## config.mk

```make
export PLATFORM = sky130hd
export DESIGN_NAME = cpin_scan
export DESIGN_NICKNAME = d
export VERILOG_FILES = /design/src/design/cpin_pkg.sv /design/src/design/cpin_scan.sv
export SDC_FILE = /design/constraint.sdc
export NUM_CORES = 1
export LEC_CHECK = 0
export BUFFER_PORTS_ARGS = -buffer_cell sky130_fd_sc_hd__buf_2
export CORE_ASPECT_RATIO = 0.7
export CORE_UTILIZATION = 53
export CTS_BUF_LIST = sky130_fd_sc_hd__clkbuf_16
export DETAILED_ROUTE_END_ITERATION = 10
export HOLD_SLACK_MARGIN = 0.08
export PLACE_DENSITY = 0.79
export SYNTH_ARGS = -nofsm -noshare
export SYNTH_HDL_FRONTEND = slang
export SYNTH_SLANG_ARGS = --single-unit
export TNS_END_PERCENT = 5
```

## constraint.sdc

```tcl
create_clock -name clk -period 3 [get_ports clk]
set_input_delay 0.6 -clock clk [delete_from_list [all_inputs] [get_ports clk]]
set_output_delay 0.6 -clock clk [all_outputs]
set_load 0.01 [all_outputs]
```

## src/design/cpin_pkg.sv

```systemverilog
// Shared constants, widths and types for the contour inside and near test.
// Used by cpin_scan and contour_point_inside_and_near_test_unit.
// No dependencies.
package cpin_pkg;

    // Vertex store depth and the widths that follow from it.
    localparam int MAX_VERTICES = 1024;
    localparam int ADDR_W = $clog2(MAX_VERTICES);
    localparam int CNT_W = $clog2(MAX_VERTICES + 1);

    // Fixed field widths.
    localparam int MIN_LEN_W = 11;
    localparam int LEN_W = (CNT_W > MIN_LEN_W) ? CNT_W : MIN_LEN_W;
    localparam int COORD_W = 16;
    localparam int VERT_W = 2 * COORD_W;
    localparam int QUERY_W = 14;
    localparam int DIST_W = 13;
    localparam int SCOORD_W = QUERY_W + 1;
    localparam int SDIST_W = DIST_W + 1;
    localparam int CALC_W = 18;

    // Exclusion radius around inner vertices for inside queries.
    localparam logic [SDIST_W-1:0] NEAR_LIMIT = SDIST_W'(4);

    // Bounding box values of an empty contour.
    localparam logic signed [COORD_W-1:0] COORD_MAX = 16'sh7FFF;
    localparam logic signed [COORD_W-1:0] COORD_MIN = 16'sh8000;

    // Request action codes.
    localparam logic [1:0] ACT_LOAD = 2'd0;
    localparam logic [1:0] ACT_INSIDE = 2'd1;
    localparam logic [1:0] ACT_NEAR = 2'd2;

    // Pass kinds run by the scan unit.
    typedef enum logic [1:0] {
        SCAN_RIGHT,
        SCAN_LEFT,
        SCAN_PROX
    } scan_mode_t;

    // Command from the sequencer to the scan unit.
    typedef struct packed {
        logic                start;
        scan_mode_t          mode;
        logic [SCOORD_W-1:0] sx;
        logic [SCOORD_W-1:0] sy;
        logic [SDIST_W-1:0]  radius;
        logic [CNT_W-1:0]    count;
    } scan_cmd_t;

    // Status from the scan unit back to the sequencer.
    typedef struct packed {
        logic busy;
        logic done;
        logic hit;
    } scan_stat_t;

endpackage

```

## src/design/cpin_scan.sv

```systemverilog
// Scan unit: streams the stored vertices one per cycle and runs one pass of
// ray crossing parity or proximity search. Depends on cpin_pkg and on a
// vertex RAM with a registered read.
module cpin_scan (
    input  logic                      clk,
    input  logic                      rst_n,
    input  cpin_pkg::scan_cmd_t       cmd,
    output logic                      rd_en,
    output logic [cpin_pkg::ADDR_W-1:0] rd_addr,
    input  logic [cpin_pkg::VERT_W-1:0] rd_data,
    output cpin_pkg::scan_stat_t      stat
);
    import cpin_pkg::*;

    typedef enum logic {
        S_IDLE,
        S_RUN
    } scan_state_t;

    scan_state_t                state_reg, state_next;
    logic [CNT_W-1:0]           issue_reg, issue_next;
    logic                       dvalid_reg, dvalid_next;
    logic [CNT_W-1:0]           didx_reg, didx_next;
    logic                       run_reg, run_next;
    logic signed [COORD_W-1:0]  run_prev_reg, run_prev_next;
    logic signed [COORD_W-1:0]  prev_y_reg, prev_y_next;
    logic                       hit_reg, hit_next;

    logic signed [COORD_W-1:0]  vert_x, vert_y;
    logic signed [CALC_W-1:0]   sx_ext, sy_ext, dx, dy, adx, ady;
    logic                       inner, y_on_row, x_side, in_reach, done;

    // Vertex fields and the shared compare datapath.
    always_comb
    begin
        vert_x = rd_data[VERT_W-1:COORD_W];
        vert_y = rd_data[COORD_W-1:0];
        sx_ext = $signed(CALC_W'(cmd.sx));
        sy_ext = $signed(CALC_W'(cmd.sy));
        dx = CALC_W'(vert_x) - sx_ext;
        dy = CALC_W'(vert_y) - sy_ext;
        adx = dx[CALC_W-1] ? -dx : dx;
        ady = dy[CALC_W-1] ? -dy : dy;
        in_reach = (adx[CALC_W-2:0] <= (CALC_W-1)'(cmd.radius)) &&
                   (ady[CALC_W-2:0] <= (CALC_W-1)'(cmd.radius));
        y_on_row = (CALC_W'(vert_y) == sy_ext);
        x_side = (cmd.mode == SCAN_LEFT) ? (CALC_W'(vert_x) < sx_ext)
                                         : (CALC_W'(vert_x) > sx_ext);
        // Only vertices other than the first and the last take part.
        inner = (didx_reg != '0) && (CNT_W'(didx_reg + 1'b1) < cmd.count);
    end

    // Read issue and end of pass.
    always_comb
    begin
        rd_en = (state_reg == S_RUN) && (issue_reg < cmd.count);
        rd_addr = issue_reg[ADDR_W-1:0];
        done = (state_reg == S_RUN) && !rd_en && !dvalid_reg;
    end

    // Sequencing and per-vertex update.
    always_comb
    begin
        state_next = state_reg;
        issue_next = issue_reg;
        dvalid_next = 1'b0;
        didx_next = issue_reg;
        run_next = run_reg;
        run_prev_next = run_prev_reg;
        prev_y_next = prev_y_reg;
        hit_next = hit_reg;

        unique case (state_reg)
            S_IDLE:
            begin
                if (cmd.start)
                begin
                    issue_next = '0;
                    run_next = 1'b0;
                    hit_next = 1'b0;
                    state_next = S_RUN;
                end
            end
            S_RUN:
            begin
                if (rd_en)
                begin
                    issue_next = CNT_W'(issue_reg + 1'b1);
                end
                dvalid_next = rd_en;
                if (dvalid_reg)
                begin
                    prev_y_next = vert_y;
                    if (inner)
                    begin
                        unique case (cmd.mode)
                            SCAN_RIGHT, SCAN_LEFT:
                            begin
                                if (run_reg)
                                begin
                                    // A run on the ray row ends; it crosses if
                                    // it leaves on the other side.
                                    if (!y_on_row)
                                    begin
                                        run_next = 1'b0;
                                        if (vert_y != run_prev_reg)
                                        begin
                                            hit_next = !hit_reg;
                                        end
                                    end
                                end
                                else if (y_on_row && x_side)
                                begin
                                    run_next = 1'b1;
                                    run_prev_next = prev_y_reg;
                                end
                            end
                            SCAN_PROX:
                            begin
                                if (in_reach)
                                begin
                                    hit_next = 1'b1;
                                end
                            end
                            default:
                            begin
                                hit_next = hit_reg;
                            end
                        endcase
                    end
                end
                if (done)
                begin
                    state_next = S_IDLE;
                end
            end
            default:
            begin
                state_next = S_IDLE;
            end
        endcase
    end

    // State and registered outputs.
    always_ff @(posedge clk or negedge rst_n)
    begin
        if (!rst_n)
        begin
            state_reg <= S_IDLE;
            issue_reg <= '0;
            dvalid_reg <= 1'b0;
            didx_reg <= '0;
            run_reg <= 1'b0;
            hit_reg <= 1'b0;
        end
        else
        begin
            state_reg <= state_next;
            issue_reg <= issue_next;
            dvalid_reg <= dvalid_next;
            didx_reg <= didx_next;
            run_reg <= run_next;
            hit_reg <= hit_next;
        end
    end

    // Payload registers.
    always_ff @(posedge clk)
    begin
        run_prev_reg <= run_prev_next;
        prev_y_reg <= prev_y_next;
    end

    assign stat.busy = (state_reg != S_IDLE);
    assign stat.done = done;
    assign stat.hit = hit_reg;

    // A pass is started only on an idle unit.
    a_start_idle: assert property (@(posedge clk) disable iff (!rst_n)
        cmd.start |-> (state_reg == S_IDLE))
        else $error("scan started while busy");

    // Returned read data always belongs to a stored vertex.
    a_didx_range: assert property (@(posedge clk) disable iff (!rst_n)
        dvalid_reg |-> (didx_reg < cmd.count))
        else $error("scan read past vertex count");

    // The unit is idle right after finishing a pass.
    a_done_idle: assert property (@(posedge clk) disable iff (!rst_n)
        stat.done |=> !stat.busy)
        else $error("scan busy after done");

endmodule

```

==> run metrics <==
simple-gate share of the synthesized area 0.2033; biggest area consumer among synthesized cells ha_1; status finished, violations left; synthesized area per cell between 8 and 9 um2; crit path kind input pin to flip-flop; area of combinational cells with multiple inputs 4477 um2; portion of total power attributed to sequential cells 0.246; area of the placeable core approximately 11,000 um2; I/O Pins 106; starting utilization of the core area 0.5543; I/O Buffers roughly 110; area growth from synthesis to layout 41.63%; final design instance area without fill a little under 9000 um2; portion of total power attributed to the clock network 0.257; via total after detailed routing 6,654; Detailed Routing Iterations Pass 1 5; global route total overflow 0; leading cell types by total area after synthesis ha_1 (17%), edfxtp_1 (15%), dfrtp_1 (10%), xnor2_1 (6.5%), inv_1 (4.2%); kind of path behind the tightest hold check input pin to asynchronous set/reset pin; Routed Antenna Nets 0; maximum number of buffers from clock root to sink 2; kind of start point of the critical path input pin; maximum number of pins on one net before global-route repair 27; number of rows created at floorplan 32; max capacitance violation total 0; number of buffers created by CTS 9; adder-cell area share of the yosys netlist 0.1730; reported leakage power approximately 4.3 nW; worst slack at placement -2077 ps; Layout Skew around 6.7 ps; area share of the leading cell type in the synthesized netlist 0.1665; post-layout net count roughly 1,200; most frequently used flop master after synthesis edfxtp_1; layout cells sized above 1 0.3581; combinational family with the most area after synthesis simple AND/OR/NAND/NOR gates; Reg area 1613 um2; unrepaired setup endpoints after global routing yes; Post-DP Area roughly 8200 um2; net count after synthesis about 910; initial antenna violation count 0; data arrival at the endpoint of the critical path 4800 ps; xor and xnor area share after synthesis 0.09831; GRT Total Usage 0.3236; CTS tree done; clock slew at the register clock pins of the worst setup and hold paths 50 ps; H-tree Lvls 3; cell area after synthesis approximately 6200 um2; overall power after layout between 4 and 5 mW; number of flip-flops and latches in the synthesized netlist between 50 and 60; Final GP Congestion 0.9051; final routed DRC violation total 0; violations in the final reports negative setup slack; count of different cell masters after synthesis 75; endpoints failing hold 0; Filler Cell Count roughly 780; Final period util 1.509; Internal Power roughly 2.9 mW; estimated wirelength of the detail-placed design between 15,000 and 20,000 um; ys async rst share 0.4483; synth warn 0; part of the total power dissipated in combinational logic 0.497; die boundary height a little over 90 um; Post-synth EDFFs 32; share of the yosys chip area belonging to registers 0.2584; critical path fanouts, max 3; final setup fails 1; crit path time final between 4000 and 5000 ps; R2R cell count 12; worst setup slack after layout -1528 ps; iteration-0 DRC count of the detailed router roughly 390; Root Buffer clkbuf_16; first-pass GRT wire length 31,650 um; worst-margin pin slew around 630 ps; total negative slack -1528 ps; maximum vdd ir drop 0.4545 mV; die outline area 12,210 um2; die width roughly 130 um; # diodes 0; switching power of the nets between 1.5 and 2 mW; clock tree sinks 58; switching part of the total 0.3672; vias in the first global route 6,717; cell area power density between 500 and 600 nW/um2; clock network latency to the later pin of the worst-skew pair 340 ps; number of standard cells after synthesis 734; timing-limited maximum frequency between 200 and 250 MHz; share of the synthesized area in compound gates (AO/OA/AOI/OAI) 0.1934; capturing element type of the critical path flip-flop; DRT Wirelength 19,370 um; pins over their slew limit 0; proportion of synthesized area in mux cells 0.006621; worst endpoint required time ~3300 ps; DR WL/cell between 15 and 20 um; Via-to-Cell Ratio approximately 5.7; Slew headroom 0.5740
[path summary, 6_finish.rpt]
check	start	end	slack [ps]
setup / recovery	cmd[26]	hit_reg	-1530
hold / removal	rst_n	didx_next[5]	270
setup reg to reg	didx_reg[2]	hit_reg	50
hold reg to reg	prev_y_reg[11]	run_prev_reg[11]	420
max in group asynchronous	rst_n	didx_next[5]	2300
min in group clk	prev_y_reg[11]	run_prev_reg[11]	420
[routing by layer]
| metal | vias to the layer above | routed length [um] | global-route usage |
|---|---|---|---|
| met3 | 14 | 1088 | 0.05473 |
| met4 | 0 | 140 | 0.05717 |
| met5 | - | 0 | 0 |
| li1 | 3215 | - | - |
| met2 | 248 | 9353 | 0.5653 |
| met1 | 3177 | 8785 | 0.4242 |
[power by group through the flow]
stage	registers [mW]	logic, mW	clock network, mW
3_3_place_gp	1.11	1.96	0
3_5_place_dp	1.12	2.10	0
6_report	1.12	2.27	1.17
4_1_cts	1.12	2.17	1.18
2_1_floorplan	1.10	1.30	0
5_1_grt	1.14	2.48	1.22
[synth_stat cells, types with 5 or more instances]
cell / n
a2111oi_0: 7
a211oi_1: 12
a21o_1: 13
a21oi_1: 37
a31oi_1: 10
and2_1: 6
and3_1: 15
buf_4: 13
clkbuf_1: 13
dfrtp_1: 26
edfxtp_1: 32
ha_1: 83
inv_1: 70
nand2_1: 45
nand2b_1: 13
nand3_1: 33
nand4_1: 13
nor2_1: 56
nor2b_1: 9
nor3_1: 12
nor4_1: 5
o211ai_1: 9
o21a_1: 5
o21ai_0: 32
o21ai_1: 5
o31ai_1: 5
or2_2: 7
or3_1: 5
xnor2_1: 46
xor2_1: 24
[metrics by stage]
step | util | cells | hold WS (ps)
after floorplan | - | 734 | 304.4
after global placement | 0.7312 | 1144 | 401.4
after detailed placement | 0.7312 | 1144 | 404.5
after CTS | 0.7724 | 1163 | 291.3
after global routing | 0.7850 | 1164 | 324.3
final | 0.7850 | 1164 | 273.4
[worst max-delay path: stages]
cell	delay, ps
buf_6	100
inv_4	50
ha_4	190
nor2b_4	120
o2111a_2	260
or3_4	350
a2111oi_4	330
or4b_4	550
nor2_4	120
nor2_2	50
xor2_1	160
ha_1	330
nand4_1	120
or2_4	160
a31oi_4	40
or4_4	420
a32o_2	290
nor2_4	100
nand3b_1	80
o211ai_1	190
and3_1	190
[what timing repair did]
action	4_1_cts	5_1_grt
hold buffers	0	0
buffers inserted	3	1
endpoints found under the setup margin	19	18
pin swaps	24	13
resized for setup	26	31
[logic make-up after synthesis]
kind of cell | Yosys count
compound gates | 177
buf+inv | 98
fa+ha+maj | 85
flops | 58
xor+xnor | 70
mux | 4
simple gates | 242
[layout by cell type (no fill, tap or decap), types with 8 or more instances in the layout]
cell type,n
buf_4,182
buf_2,102
ha_1,77
inv_1,70
nor2_1,53
xnor2_1,46
nand2_1,45
a21oi_1,34
nand3_1,33
edfxtp_1,32
o21ai_0,26
dfrtp_1,25
xor2_1,23
and3_1,15
a21o_1,13
nand4_1,13
nor3_1,12
nand2b_1,11
o21ai_1,10
o211ai_1,9
a211oi_1,9
clkbuf_16,9
a31oi_1,8
[final cells by class]
type | count | share of cell area
Inverter | 71 | 0.03187
Multi-Input combinational cell | 578 | 0.5069
Clock inverter | 7 | 0.01247
Timing Repair Buffer | 288 | 0.2190
Clock buffer | 9 | 0.02550
Tap cell | 153 | 0.02167
Sequential cell | 58 | 0.1826
No activity file was read; power rests on OpenSTA's default activity.
